==> src/rtl/core/hcd_pkg.sv <==
// Shared types, codes and helper functions for the HTTP chunked decoder.
// No dependencies; imported by hcd_step and http_chunked_decoder.
package hcd_pkg;

    localparam int SIZE_WIDTH_DEF = 32;
    localparam int HEX_BITS       = 4;

    localparam logic [1:0] PH_SIZE  = 2'd0;
    localparam logic [1:0] PH_DATA  = 2'd1;
    localparam logic [1:0] PH_AFTER = 2'd2;
    localparam logic [1:0] PH_DONE  = 2'd3;

    localparam logic [2:0] LP_LEAD   = 3'd0;
    localparam logic [2:0] LP_DIGITS = 3'd1;
    localparam logic [2:0] LP_TRAIL  = 3'd2;
    localparam logic [2:0] LP_EXT    = 3'd3;
    localparam logic [2:0] LP_BAD    = 3'd4;

    localparam logic [7:0] CHAR_LF   = 8'h0A;
    localparam logic [7:0] CHAR_SEMI = 8'h3B;

    typedef struct packed {
        logic [1:0] phase;
        logic [2:0] line_pos;
        logic       digit_seen;
        logic       error_seen;
    } hcd_ctl_t;

    typedef struct packed {
        logic byte_valid;
        logic body_ended;
        logic malformed;
    } hcd_res_t;

    typedef struct packed {
        logic                ok;
        logic [HEX_BITS-1:0] value;
    } hcd_hex_t;

    function automatic logic is_space(input logic [7:0] c);
        is_space = (c == 8'h20) || (c == 8'h09) || (c == 8'h0D) ||
                   (c == 8'h0B) || (c == 8'h0C);
    endfunction

    function automatic hcd_hex_t hex_digit(input logic [7:0] c);
        hcd_hex_t r;
        r.ok    = 1'b1;
        r.value = '0;
        if (c >= 8'h30 && c <= 8'h39)
        begin
            r.value = HEX_BITS'(c - 8'h30);
        end
        else if (c >= 8'h41 && c <= 8'h46)
        begin
            r.value = HEX_BITS'(c - 8'h37);
        end
        else if (c >= 8'h61 && c <= 8'h66)
        begin
            r.value = HEX_BITS'(c - 8'h57);
        end
        else
        begin
            r.ok = 1'b0;
        end
        return r;
    endfunction

endpackage

==> src/rtl/core/hcd_step.sv <==
// Next-state and result logic for one item of the chunked decoder.
// Depends on hcd_pkg.
module hcd_step
    import hcd_pkg::*;
#(
    parameter int SIZE_WIDTH = SIZE_WIDTH_DEF
)
(
    input  logic                  mode,
    input  logic                  op,
    input  logic [7:0]            data_byte,
    input  hcd_ctl_t              ctl,
    input  logic [SIZE_WIDTH-1:0] acc,
    input  logic [SIZE_WIDTH-1:0] remaining,
    output hcd_ctl_t              ctl_next,
    output logic [SIZE_WIDTH-1:0] acc_next,
    output logic [SIZE_WIDTH-1:0] remaining_next,
    output hcd_res_t              res
);

    hcd_hex_t              hex;
    logic [SIZE_WIDTH-1:0] rem_dec;
    logic                  vld;

    assign hex     = hex_digit(data_byte);
    assign rem_dec = (remaining != '0) ? remaining - 1'b1 : '0;

    always_comb
    begin
        ctl_next       = ctl;
        acc_next       = acc;
        remaining_next = remaining;
        vld            = 1'b0;
        if (op)
        begin
            ctl_next       = '{phase: PH_SIZE, line_pos: LP_LEAD,
                               digit_seen: 1'b0, error_seen: 1'b0};
            acc_next       = '0;
            remaining_next = '0;
        end
        else if (!mode)
        begin
            vld = 1'b1;
        end
        else
        begin
            unique case (ctl.phase)
                PH_SIZE:
                begin
                    if (data_byte == CHAR_LF)
                    begin
                        if (ctl.line_pos == LP_BAD || !ctl.digit_seen)
                        begin
                            ctl_next.error_seen = 1'b1;
                            ctl_next.phase      = PH_DONE;
                        end
                        else if (acc == '0)
                        begin
                            ctl_next.phase = PH_DONE;
                        end
                        else
                        begin
                            remaining_next = acc;
                            ctl_next.phase = PH_DATA;
                        end
                        ctl_next.line_pos   = LP_LEAD;
                        ctl_next.digit_seen = 1'b0;
                        acc_next            = '0;
                    end
                    else if (ctl.line_pos == LP_BAD || ctl.line_pos == LP_EXT)
                    begin
                        ctl_next = ctl;
                    end
                    else if (data_byte == CHAR_SEMI)
                    begin
                        ctl_next.line_pos = LP_EXT;
                    end
                    else if (is_space(data_byte))
                    begin
                        if (ctl.line_pos == LP_DIGITS)
                        begin
                            ctl_next.line_pos = LP_TRAIL;
                        end
                    end
                    else if (!hex.ok || ctl.line_pos == LP_TRAIL ||
                             acc[SIZE_WIDTH-1 -: HEX_BITS] != '0)
                    begin
                        ctl_next.line_pos = LP_BAD;
                    end
                    else
                    begin
                        acc_next            = {acc[SIZE_WIDTH-HEX_BITS-1:0], hex.value};
                        ctl_next.digit_seen = 1'b1;
                        ctl_next.line_pos   = LP_DIGITS;
                    end
                end
                PH_DATA:
                begin
                    vld            = 1'b1;
                    remaining_next = rem_dec;
                    if (rem_dec == '0)
                    begin
                        ctl_next.phase = PH_AFTER;
                    end
                end
                PH_AFTER:
                begin
                    if (data_byte == CHAR_LF)
                    begin
                        ctl_next.phase = PH_SIZE;
                    end
                end
                PH_DONE:
                begin
                    ctl_next = ctl;
                end
                default:
                begin
                    ctl_next = ctl;
                end
            endcase
        end
    end

    assign res.byte_valid = vld;
    assign res.body_ended = (ctl_next.phase == PH_DONE) && !ctl_next.error_seen;
    assign res.malformed  = ctl_next.error_seen;

endmodule

==> src/rtl/core/http_chunked_decoder.sv <==
// HTTP/1.1 chunked transfer decoder, top level: input register, decoder state, result register.
// Path from input accept to result valid: input register, then result register.
// Throughput: 1 item per cycle while the output is not stalled; the state update and hex shift-add are combinational.
// Reset: rst_n asynchronous, active low; clears decoder state, mode_reg and valids.
// Depends on hcd_pkg and hcd_step.
module http_chunked_decoder
    import hcd_pkg::*;
#(
    parameter int SIZE_WIDTH = SIZE_WIDTH_DEF
)
(
    input  logic       clk,
    input  logic       rst_n,
    input  logic       cfg_valid,
    output logic       cfg_ready,
    input  logic       cfg_data,
    input  logic       in_valid,
    output logic       in_stall,
    input  logic       op,
    input  logic [7:0] data_byte,
    output logic       out_valid,
    input  logic       out_stall,
    output logic       byte_valid,
    output logic [7:0] out_byte,
    output logic       body_ended,
    output logic       malformed
);

    logic                  mode_reg;
    logic                  s0_valid_reg;
    logic                  s0_op_reg;
    logic [7:0]            s0_byte_reg;
    logic                  out_valid_reg;
    hcd_res_t              res_reg;
    logic [7:0]            out_byte_reg;
    hcd_ctl_t              ctl_reg;
    hcd_ctl_t              ctl_next;
    logic [SIZE_WIDTH-1:0] acc_reg;
    logic [SIZE_WIDTH-1:0] acc_next;
    logic [SIZE_WIDTH-1:0] rem_reg;
    logic [SIZE_WIDTH-1:0] rem_next;
    hcd_res_t              res_next;
    logic                  advance;
    logic                  in_take;
    logic                  step_en;

    assign advance   = !out_valid_reg || !out_stall;
    assign in_stall  = s0_valid_reg && !advance;
    assign in_take   = in_valid && !in_stall;
    assign step_en   = s0_valid_reg && advance;
    assign cfg_ready = 1'b1;

    hcd_step #(
        .SIZE_WIDTH (SIZE_WIDTH)
    ) u_step (
        .mode           (mode_reg),
        .op             (s0_op_reg),
        .data_byte      (s0_byte_reg),
        .ctl            (ctl_reg),
        .acc            (acc_reg),
        .remaining      (rem_reg),
        .ctl_next       (ctl_next),
        .acc_next       (acc_next),
        .remaining_next (rem_next),
        .res            (res_next)
    );

    always_ff @(posedge clk or negedge rst_n)
    begin
        if (!rst_n)
        begin
            mode_reg      <= 1'b0;
            s0_valid_reg  <= 1'b0;
            out_valid_reg <= 1'b0;
            ctl_reg       <= '{phase: PH_SIZE, line_pos: LP_LEAD,
                               digit_seen: 1'b0, error_seen: 1'b0};
            acc_reg       <= '0;
            rem_reg       <= '0;
        end
        else
        begin
            if (cfg_valid && cfg_ready)
            begin
                mode_reg <= cfg_data;
            end
            if (in_take)
            begin
                s0_valid_reg <= 1'b1;
            end
            else if (advance)
            begin
                s0_valid_reg <= 1'b0;
            end
            if (advance)
            begin
                out_valid_reg <= s0_valid_reg;
            end
            if (step_en)
            begin
                ctl_reg <= ctl_next;
                acc_reg <= acc_next;
                rem_reg <= rem_next;
            end
        end
    end

    always_ff @(posedge clk)
    begin
        if (in_take)
        begin
            s0_op_reg   <= op;
            s0_byte_reg <= data_byte;
        end
        if (step_en)
        begin
            res_reg      <= res_next;
            out_byte_reg <= res_next.byte_valid ? s0_byte_reg : 8'h00;
        end
    end

    assign out_valid  = out_valid_reg;
    assign byte_valid = res_reg.byte_valid;
    assign out_byte   = out_byte_reg;
    assign body_ended = res_reg.body_ended;
    assign malformed  = res_reg.malformed;

    a_end_excl: assert property (@(posedge clk) disable iff (!rst_n)
        out_valid |-> !(body_ended && malformed))
        else $error("body_ended and malformed both set");

    a_data_rem: assert property (@(posedge clk) disable iff (!rst_n)
        ctl_reg.phase == PH_DATA |-> rem_reg != '0)
        else $error("data phase with no bytes remaining");

    a_err_done: assert property (@(posedge clk) disable iff (!rst_n)
        ctl_reg.error_seen |-> ctl_reg.phase == PH_DONE)
        else $error("error seen outside done phase");

    a_out_hold: assert property (@(posedge clk) disable iff (!rst_n)
        out_valid && out_stall |=> !$past(step_en))
        else $error("result register overwritten while stalled");

endmodule

==> config.mk <==
export PLATFORM = sky130hd
export DESIGN_NAME = http_chunked_decoder
export DESIGN_NICKNAME = d
export VERILOG_FILES = /design/src/rtl/core/hcd_pkg.sv /design/src/rtl/core/hcd_step.sv /design/src/rtl/core/http_chunked_decoder.sv
export SDC_FILE = /design/constraint.sdc
export NUM_CORES = 1
export LEC_CHECK = 0
export ABC_AREA = 1
export BUFFER_PORTS_ARGS = -buffer_cell sky130_fd_sc_hd__buf_2
export CORE_AREA = 2 2 153 80
export DETAILED_ROUTE_END_ITERATION = 12
export DIE_AREA = 0 0 155 82
export PLACE_DENSITY = 0.75
export SYNTH_ARGS = -nofsm -noshare
export SYNTH_HDL_FRONTEND = slang
export SYNTH_SLANG_ARGS = --single-unit
==> constraint.sdc <==
create_clock -name clk -period 3.54 [get_ports clk]
set_input_delay 0.354 -clock clk [delete_from_list [all_inputs] [get_ports clk]]
set_output_delay 0.354 -clock clk [all_outputs]
set_load 0.05 [all_outputs]
=== Word level (Yosys, flattened, before mapping) ===
Cells that the tools add are included.

* Register bits after elaboration: 94
* Bits of input ports: 15
* Output and inout port bits: 14
* Word-level logic and storage cells: 127

* Add/subtract/negate cells: 4
* Magnitude comparators: 6
* Eq/ne operators: 23
* Muxes and demuxes: 44
* Reductions and logical operators: 35

{| class="wikitable"
|+ Operator list
! cell !! number
|-
| two-way mux 32 bit || 14
|-
| zero test 32 bit || 2
|-
| one-hot mux 32 bit (2 select lines) || 1
|-
| equality test 8 x 4 -> 1 bit, second input constant || 5
|-
| nonzero test 32 bit || 1
|-
| subtractor 32 x 1 -> 32 bit, second input constant || 1
|-
| two-way mux 7 bit || 3
|-
| equality test 8 x 6 -> 1 bit, second input constant || 2
|-
| >= comparator 8 x 7 -> 1 bit, second input constant || 2
|-
| less-or-equal comparator 8 x 7 -> 1 bit, second input constant || 2
|-
| two-way mux 4 bit || 4
|-
| != test 3 x 2 -> 1 bit, second input constant || 5
|-
| two-way mux 1 bit || 12
|-
| two-way mux 3 bit || 4
|-
| logical OR 1 bit || 9
|-
| >= comparator 8 x 6 -> 1 bit, second input constant || 1
|-
| less-or-equal comparator 8 x 6 -> 1 bit, second input constant || 1
|-
| two-way mux 2 bit || 4
|-
| one-hot mux 2 bit (4 select lines) || 1
|-
| subtractor 4 x 3 -> 4 bit, second input constant || 2
|-
| logical AND 1 bit || 7
|-
| zero test 1 bit || 7
|-
| AND reduction 7 bit || 1
|-
| equality test 2 bit, second input constant || 3
|-
| other kinds (14) || 18
|}

=== Depth between registers and ports, before layout ===
Gate-level depths: netlist (run 1).

* Word-level depth: 18
* Gate-level depth with buffers: 20
* Mapped depth without buffers: 20

=== By module ===
From an unflattened synthesis (run 1), not the netlist that was laid out.

* Cells, all modules: 1195
* Area, all modules: 7868.8 µm²

{| class="wikitable"
|+ By module, submodules not included
! module !! times used !! cells each !! area each (µm²) !! seq. area each (µm²)
|-
| http_chunked_decoder || 1 || 362 || 3953.8 || 2452.4
|-
| hcd_step || 1 || 833 || 3915.0 || 0.0
|}

=== Worst setup path before layout (run 1) ===
No wires, ideal clock.

* Kind: register -> register
* Start point: register out_valid_reg (netlist: out_valid)
* End point: register rem_reg[10]
* Library setup time: 133 ps
* Arrival: 2270 ps
* Setup slack: 1137 ps
* Stages on the path, launching flop included: 10
* Period minus slack after synthesis: 2403 ps
* Path through: dfrtp_1 -> nand2_1 -> inv_1 -> nor2_1 -> inv_1 -> nor2_1 -> nand2_1 -> inv_1 -> clkbuf_1 -> o22ai_1

* Cells in the longest elaborated chain, start to end: 4

{| class="wikitable"
|+ Ends and longest elaborated chain
! item !! line !! source
|-
| from (decl) || http_chunked_decoder.sv:33 || <nowiki>logic out_valid_reg;</nowiki>
|-
| from (signal assigned) || http_chunked_decoder.sv:96 || <nowiki>out_valid_reg <= s0_valid_reg;</nowiki>
|-
| zero test 1 bit || http_chunked_decoder.sv:47 || <nowiki>assign advance = !out_valid_reg || !out_stall;</nowiki>
|-
| logical OR 1 bit || http_chunked_decoder.sv:47 ||
|-
| logical AND 1 bit || http_chunked_decoder.sv:50 || <nowiki>assign step_en = s0_valid_reg && advance;</nowiki>
|-
| named net step_en || http_chunked_decoder.sv:45 || <nowiki>logic step_en;</nowiki>
|-
| AND reduction 6 bit (no line) || - ||
|-
| to (signal assigned) || http_chunked_decoder.sv:102 || <nowiki>rem_reg <= rem_next;</nowiki>
|-
| to (decl) || http_chunked_decoder.sv:40 || <nowiki>logic [SIZE_WIDTH-1:0] rem_reg;</nowiki>
|}

The timed path passes the listed nets, and every way through them passes these cells.
A chain may end at the register's enable or synchronous reset.

==> results.yml, run 1 <==
outcome:
  status: "complete, no violations"
global_routing:
  grt_max_degree: 75
  grt_pass1_vias: 4494
  grt_usage: 0.279
  antenna_found_initial: 0
  grt-ovfl-total: 0
  grt_pass1_wl_um: 26200
cells_and_area:
  antennaDiodeCount: 0
  synthToLayoutAreaGrowth_pct: 9.70
  fin_util: 0.537
  layout.nets: 797
  drive_gt1_frac: 0.112
  stdcell_area_um2: 6160
timing:
  max_slew_margin: 0.222
  fin_crit_sh: 0.826
  worstMarginPinSlew_ns: 1.17
  hold_violations: 0
  setup_viol_count_final: 0
  drv_slew: 0
  rsz0062_at_grt: "no"
  max_freq_mhz: 342
  finClkSkew_ns: 0.00555
  fin_setup_tns_ns: 0
  fin_crit_ns: 2.92
clocking:
  clkLatencyLatePin_ns: 0.35
  cts.hold.buffers_added: 0
  htreeDepth: 3
  cts_resized: 0
  cts_tree: "built"
  path_clk_slew_ns: 0.07
  cts_buffer_depth: 2
  cts.root.buffer_cell: "clkbuf_16"
  cts_buffers: 9
  postCtsSetupBuffers: 0
  cts_sinks: 94
placed_design:
  hpwl_um: 12800
  gp_congestion: 0.997
  placed_area_um2: 5860
  port_buffers: 27
flow_run:
  maxCapViolCount: 0
logic_synthesis:
  synth_seq_area_share: 0.437
  synth_top_flop_cell: "dfrtp_1"
  synth_edf_count: 20
  synth_area_leaders: "dfrtp_1 (33%), edfxtp_1 (11%), nand2_1 (10%)"
  synth_common_cells: "nand2_1 (154), inv_1 (105), nor2_1 (93)"
  ys_warn_count: 0
  async_reset_ff_frac: 0.787
  syn_nets: 779
  yosys.area.top_type_share: 0.330
  synth_seq_cells: 94
  syn-cell-area_um2: 5610
  yosysTopAreaCell: "dfrtp_1"
  ys_types: 40
  synth_area_per_cell_um2: 7.41
  synthCells: 757
  synth_most_common_cell: "nand2_1"
worst_setup_path:
  slowest_stage: "dfrtp_1"
  cp-start-kind: "flip-flop"
  critPathMostFrequentCell: "nand2_1"
  crit_type: "reg -> reg"
  critPathCaptureType: "flip-flop"
  arrival_ns: 3.03
  cp_max_fo: 9
  cp_top_family: "simple AND/OR/NAND/NOR gates"
  cp_num_buf_inv: 1
  critPathMaxStageDelay_ns: 0.39
  required_ns: 3.65
  cp_cell_sequence: "inv_1 > ha_1 > nand2_2 > nor2_4 > nand2_1 > nor2_1 > nand2_1 > nand3_1 > nand2_1 > nor2_1 > nand2_1 > nor2_1 > nand2_1 > nand2_1 > nand2_1 > nand2_1 > nand2_1 > nand2_1 > nor2_2"
floorplanning:
  num_io_pins: 29
  dieArea_um2: 12700
  die_h_um: 82
  die_w_um: 155
  coreArea_um2: 11500
  rows: 28
  start_util: 0.490
power:
  total_power_mw: 5.27
  peakVddDrop_mv: 0.439
  power.density_nw_per_um2: 856
  cellLeakagePower_nw: 2.89
routing:
  dr.pass1.iters: 8
  drtIter0Drc: 736
  drc: 0
  vias: 5335
  avgViaCountPerCell: 5.74
  wl_um: 16900
  detail_route.wl_per_cell_um: 18.2
  ant_nets: 0
hold_path:
  hold_class: "in -> async"
## path summary, 6_finish.rpt
path                       slack [ns]  cells after the start              to    startpoint
min                              0.13                      1     rem_reg[29]         rst_n
max                              0.62                     19      body_ended    rem_reg[0]
min in group clk                 0.18                      1  s0_byte_reg[2]  data_byte[2]
min reg2reg                      0.46                      2       out_valid  s0_valid_reg
max in group asynchronous        2.76                      1     acc_reg[14]         rst_n
max reg2reg                      0.62                     19      body_ended    rem_reg[0]
## cells by family after synthesis
family                   after synthesis  share of synthesized area
other                                  1                   0.000668
adder cells (fa/ha/maj)                7                     0.0156
XOR/XNOR                               1                    0.00156
buffers and inverters                136                      0.101
AO/OA/AOI/OAI                        143                      0.140
flip-flops                            94                      0.437
AND/OR/NAND/NOR                      375                      0.304
## placed cells by master (no fill, tap or decap), types with 4 or more instances in the layout
cell and n:
o22ai_1 32, nor2_1 91, a21oi_1 14, nand2_2 6, buf_2 26, buf_4 5
nand2_1 154, clkbuf_16 9, o21ai_1 20, inv_1 105, dfrtp_1 74, nor3_1 5
nand3_2 4, nand4_1 13, o21ai_0 68, ha_1 7, nand3_1 75, edfxtp_1 20
nor2_4 4, nor2_2 16
## per-layer routing
layer | GRT usage | part of all wire | up-vias
li1 | - | - | 2530
met1 | 0.481 | 0.53 | 2455
met2 | 0.284 | 0.31 | 338
met4 | 0.0444 | 0.0060 | 0
met3 | 0.125 | 0.15 | 12
met5 | 0 | 0 | -
## power breakdown
part / internal (mW) / total (mW) / switching (mW)
sequential: 1.24 / 1.39 / 0.152
combinational: 0.818 / 2.88 / 2.06
clock: 0.556 / 1.00 / 0.448
total: 2.61 / 5.27 / 2.66
## area by class of cell
cell class                      instances  area, µm²
Inverter                              111        417
Multi-Input combinational cell        527       2610
Fill cell                            1079       5300
Sequential cell                        94       2450
Clock inverter                          6       70.1
Tap cell                              150        188
Timing Repair Buffer                   32        188
Clock buffer                           10        229
## through the flow
stage	setup WS (ns)	cells	hold WS, ns
after floorplan	1.14	757	0.0584
after global placement	0.755	914	0.450
after detailed placement	0.755	914	0.459
after CTS	0.733	930	0.165
after global routing	0.399	930	0.168
final	0.617	930	0.134
Power figures use the tool's default switching activity.
==> run 2, diff against run 1 <==
==> constraint.sdc (replaced) <==
create_clock -name clk -period 2.8 [get_ports clk]
set_input_delay 0.28 -clock clk [delete_from_list [all_inputs] [get_ports clk]]
set_output_delay 0.28 -clock clk [all_outputs]
set_load 0.05 [all_outputs]
==> results.yml, run 2 (synthesis results as in run 1) <==
global_routing:
  antenna_found_initial: 0
  use_met1: 0.465
  grt.met2_usage: 0.276
  met3_usage: 0.134
  grt_pass1_wl_um: 25800
  grt_usage: 0.275
  grt-ovfl-total: 0
  grt_pass1_vias: 4444
  busiest_layer: "met1"
  grt_max_degree: 75
routing:
  dr.pass1.iters: 7
  drtIter0Drc: 651
  avgViaCountPerCell: 5.68
  vias: 5338
  detail_route.wl_per_cell_um: 18.1
  wl_um: 17000
  drc: 0
  ant_nets: 0
worst_setup_path:
  critPathCaptureType: "flip-flop"
  slowest_stage: "nor2_1"
  arrival_ns: 2.76
  critPathMostFrequentCell: "nand2_1"
  cp_max_fo: 5
  critPathMaxStageDelay_ns: 0.45
  cp-start-kind: "flip-flop"
  required_ns: 2.90
  cp_cell_sequence: "nor2_1 > nand3_1 > nor2_1 > nand3_1 > nand3_1 > nand2_1 > nor2_1 > nand2_1 > nor2_2 > nand2_1 > nand2_1 > nand2_1 > nand2_1 > nand2_1 > nand2_1 > nor2_2"
  crit_type: "reg -> reg"
cells_and_area:
  synthToLayoutAreaGrowth_pct: 13.2
  multiInputGateArea_um2: 2680
  n_fill_cell: 1079
  antennaDiodeCount: 0
  layout.nets: 806
  layout_common_cells: "nand2_1 (151), inv_1 (102), nor2_1 (88)"
  seq_area_um2: 2450
  final_common_cell: "nand2_1"
  drive_gt1_frac: 0.136
power:
  switching_share: 0.496
  power.density_nw_per_um2: 1140
  cellLeakagePower_nw: 2.96
  peakVddDrop_mv: 0.544
  power_frac_comb: 0.563
  clkPwrFrac: 0.195
  p_int_mw: 3.63
  seq_power_share: 0.243
  switchingPower_mw: 3.58
floorplanning:
  start_util: 0.490
  dieArea_um2: 12700
  die_h_um: 82
  coreArea_um2: 11500
  rows: 28
  num_io_pins: 29
  die_w_um: 155
timing:
  hold_violations: 0
  setup_slack_ns: 0.145
  worstMarginPinSlew_ns: 0.954
  fin_crit_ns: 2.65
  max_freq_mhz: 377
  max_slew_margin: 0.364
  fin_crit_sh: 0.948
  whs_ns: 0.0736
  drv_slew: 0
  setup_viol_count_final: 0
  finClkSkew_ns: 0.00439
hold_path:
  hold_class: "in -> async"
clocking:
  clkLatencyLatePin_ns: 0.35
  cts_tree: "built"
  cts_sinks: 94
  htreeDepth: 3
  cts_buffer_depth: 2
  cts_buffers: 9
  cts.hold.buffers_added: 0
  cts.root.buffer_cell: "clkbuf_16"
  path_clk_slew_ns: 0.07
placed_design:
  dpl_worst_slack_ns: 0.0792
  hpwl_um: 12700
  gp_congestion: 1.01
  port_buffers: 27
flow_run:
  maxCapViolCount: 0
outcome:
  status: "complete, no violations"
run 2: cell count changes in the layout (fill, tap and decap cells not counted), moves of 3 or more:
cell | previous run | this run
inv_1 | 105 | 102
buf_4 | 5 | 11
inv_2 | 3 | 6
nor2_1 | 91 | 88
nand2_2 | 6 | 9
nor2_4 | 4 | 9
nand2_1 | 154 | 151
run 2: cell type report:
type / count / area share
Tap cell: 150 / 0.0295
Clock inverter: 5 / 0.0138
Inverter: 111 / 0.0656
Sequential cell: 94 / 0.386
Multi-Input combinational cell: 528 / 0.422
Clock buffer: 11 / 0.0400
Timing Repair Buffer: 40 / 0.0429
run 2: final timing paths:
kind / startpoint / end / slack, ns / cells past startpoint
hold reg to reg: s0_valid_reg / out_valid / 0.47 / 2
min in group clk: data_byte[6] / s0_byte_reg[6] / 0.10 / 1
setup / recovery: rem_reg[3] / body_ended / 0.15 / 16
setup reg to reg: rem_reg[3] / body_ended / 0.15 / 16
max in group asynchronous: rst_n / rem_reg[12] / 2.10 / 1
hold / removal: rst_n / rem_reg[30] / 0.07 / 1
run 2: layer usage:
layer	part of all wire	up-vias
met5	0.0040	-
met4	0.0081	2
met3	0.17	16
met2	0.31	346
met1	0.50	2417
li1	-	2557
run 2: what timing repair did:
action | in CTS | in global routing
gates resized for setup | 0 | 17
endpoints found under the setup margin | 0 | 6
endpoints found under the hold margin | 0 | 0
buffers inserted | 0 | 4
run 2: worst max-delay path, delay by kind of cell, from the launching register on:
family | cells | cell delay (ns)
and+or+nand+nor | 16 | 1.97
DFF | 1 | 0.44
run 2: per-stage QoR:
stage | std cells | utilization | setup TNS [ns] | instance area (µm²) | power, mW
finish | 939 | 0.555 | 0 | 6350 | 7.21
global route | 939 | 0.555 | -0.00726 | 6350 | 7.62
CTS | 934 | 0.545 | 0 | 6240 | 6.68
detailed placement | 918 | 0.515 | 0 | 5900 | 5.27
global placement | 918 | 0.515 | 0 | 5900 | 5.31
floorplan | 757 | - | 0 | 5610 | 4.34
run 2: power groups by stage:
stage	registers [mW]	logic, mW	clock network (mW)
3_3_place_gp	1.76	3.55	0
4_1_cts	1.74	3.53	1.41
3_5_place_dp	1.76	3.51	0
6_report	1.75	4.06	1.40
5_1_grt	1.77	4.39	1.46
2_1_floorplan	1.77	2.57	0
==> run 3, diff against run 2 <==
--- a/config.mk
+++ b/config.mk
@@ -10,6 +10,7 @@
 export CORE_AREA = 2 2 153 80
 export DETAILED_ROUTE_END_ITERATION = 12
 export DIE_AREA = 0 0 155 82
+export GPL_TIMING_DRIVEN = 0
 export PLACE_DENSITY = 0.75
 export SYNTH_ARGS = -nofsm -noshare
 export SYNTH_HDL_FRONTEND = slang
==> results.yml, run 3 (synthesis results as in run 1) <==
routing:
  vias: 5448
  drtIter0Drc: 894
  avgViaCountPerCell: 5.70
  ant_nets: 0
  detail_route.wl_per_cell_um: 17.7
  drc: 0
  wl_um: 16900
  dr.pass1.iters: 5
worst_setup_path:
  cp-start-kind: "flip-flop"
  rrSetupSlack_ns: 0.06
  crit_type: "reg -> reg"
  arrival_ns: 2.84
  critPathMostFrequentCell: "nand2_1"
  r2r_end: "body_ended"
  cp_max_fo: 4
  timing.rr.start: "rem_reg[12]"
  cp_top_family: "simple AND/OR/NAND/NOR gates"
  cp_cell_sequence: "nor2_1 > nand2_1 > nor2_1 > nand4_1 > nand3_1 > nand2_1 > nor2_1 > nand2_1 > nor2_2 > nand2_1 > nand2_1 > nand2_1 > nand2_1 > nand2_1 > nand2_1 > nor2_2"
  reg2regPathDepth: 16
  critPathCaptureType: "flip-flop"
  required_ns: 2.90
  cp_num_buf_inv: 0
  slowest_stage: "dfrtp_1"
  critPathMaxStageDelay_ns: 0.42
clocking:
  path_clk_slew_ns: 0.07
  clkLatencyLatePin_ns: 0.34
  cts_buffers: 9
  cts_tree: "built"
  htreeDepth: 3
  cts_buffer_depth: 2
  cts.root.buffer_cell: "clkbuf_16"
  cts_sinks: 94
timing:
  fin_crit_ns: 2.74
  finClkSkew_ns: 0.0122
  drv_slew: 0
  setup_slack_ns: 0.0555
  rsz0062_at_grt: "yes"
  worstMarginPinSlew_ns: 0.662
  hold_violations: 0
  fin_crit_sh: 0.980
  max_freq_mhz: 364
  max_slew_margin: 0.556
  setup_viol_count_final: 0
hold_path:
  holdPathEnd: "s0_byte_reg[6]"
  whs_path_depth: 1
  min-delay-start: "data_byte[6]"
  hold_class: "in -> reg"
placed_design:
  port_buffers: 27
  place_inst: 935
  hpwl_um: 13100
  dpl_worst_slack_ns: -0.282
  gp_congestion: 1.03
cells_and_area:
  fin_util: 0.557
  synthToLayoutAreaGrowth_pct: 13.8
  drive_gt1_frac: 0.136
  layoutNonFillerInstCount: 956
  antennaDiodeCount: 0
  final_common_cell: "nand2_1"
  layout.nets: 823
  layout_common_cells: "nand2_1 (151), inv_1 (101), nor2_1 (87)"
  n_fill_cell: 1062
global_routing:
  grt.met2_usage: 0.310
  grt_pass1_wl_um: 25900
  busiest_layer: "met1"
  grt_usage: 0.273
  met3_usage: 0.103
  use_met1: 0.459
  grt_max_degree: 65
  grt_pass1_vias: 4634
  grt-ovfl-total: 0
  antenna_found_initial: 0
power:
  cellLeakagePower_nw: 2.99
  peakVddDrop_mv: 0.464
  power.density_nw_per_um2: 1110
flow_run:
  maxCapViolCount: 0
floorplanning:
  num_io_pins: 29
  die_h_um: 82
  start_util: 0.490
  dieArea_um2: 12700
  rows: 28
  die_w_um: 155
  coreArea_um2: 11500
outcome:
  status: "complete, no violations"
run 3: changes by cell type in the layout (fill, tap and decap cells not counted), sizes merged:
| cell | previous run | this run |
|---|---|---|
| clkbuf | 11 | 23 |
| buf | 40 | 44 |
| bufinv | 2 | 3 |
| dlygate4sd3 | 0 | 1 |
| nand4 | 16 | 15 |
run 3: worst reg2reg max path: stages, from the launching register on:
cell     delay [ns]
dfrtp_1        0.42
nor2_1         0.22
nand2_1        0.18
nor2_1         0.41
nand4_1        0.16
nand3_1        0.13
nand2_1        0.09
nor2_1         0.17
nand2_1        0.09
nor2_2         0.14
nand2_1        0.11
nand2_1        0.10
nand2_1        0.05
nand2_1        0.07
nand2_1        0.05
nand2_1        0.06
nor2_2         0.04
run 3: layer usage:
layer	up-vias	wire (µm)
met5	-	0
met4	0	88
met3	10	2440
met2	332	5810
met1	2525	8540
li1	2581	-
run 3: cell type report:
cell class / count / area [µm²] / area share
Multi-Input combinational cell: 527 / 2630 / 0.412
Sequential cell: 94 / 2450 / 0.384
Inverter: 111 / 417 / 0.0652
Clock buffer: 10 / 229 / 0.0359
Timing Repair Buffer: 33 / 205 / 0.0321
Tap cell: 150 / 188 / 0.0294
Buffer: 25 / 148 / 0.0231
Clock inverter: 6 / 115 / 0.0180
run 3: through the flow:
step                      instance area (µm²)  total power, mW  hold slack [ns]  TNS (ns)
after floorplan                          5610             4.34          -0.0156         0
after global placement                   5930             5.30            0.450    -10.81
after detailed placement                 5960             5.36            0.129    -11.63
after CTS                                6340             6.87            0.102         0
after global routing                     6390             7.50           0.0978   -0.0969
final                                    6390             7.09            0.111         0
run 3: how the worst max path moves through the flow:
| stage | startpoint | end | slack, ns | depth (start not counted) |
|---|---|---|---|---|
| detailed placement | out_stall | rem_reg[23] | -0.28 | 10 |
| finish | rem_reg[12] | body_ended | 0.06 | 16 |
| global placement | out_valid | rem_reg[26] | -0.27 | 9 |
| floorplan | out_valid | rem_reg[10] | 0.40 | 9 |
| CTS | rem_reg[0] | body_ended | 0.01 | 19 |
| global route | rem_reg[2] | body_ended | -0.1 | 18 |
run 3: where the power goes:
part | total, mW | switching [mW] | internal [mW]
Combinational | 3.93 | 2.77 | 1.17
Clock | 1.42 | 0.543 | 0.880
Sequential | 1.74 | 0.173 | 1.56
Total | 7.09 | 3.48 | 3.61
run 3: repair_timing:
action / 4_1_cts / 5_1_grt
buffers inserted: 2 / 2
resized for setup: 4 / 12
hold endpoints to repair: 10 / 0
endpoints found under the setup margin: 65 / 54
hold buffers: 1 / 0
pin swaps: 1 / 0
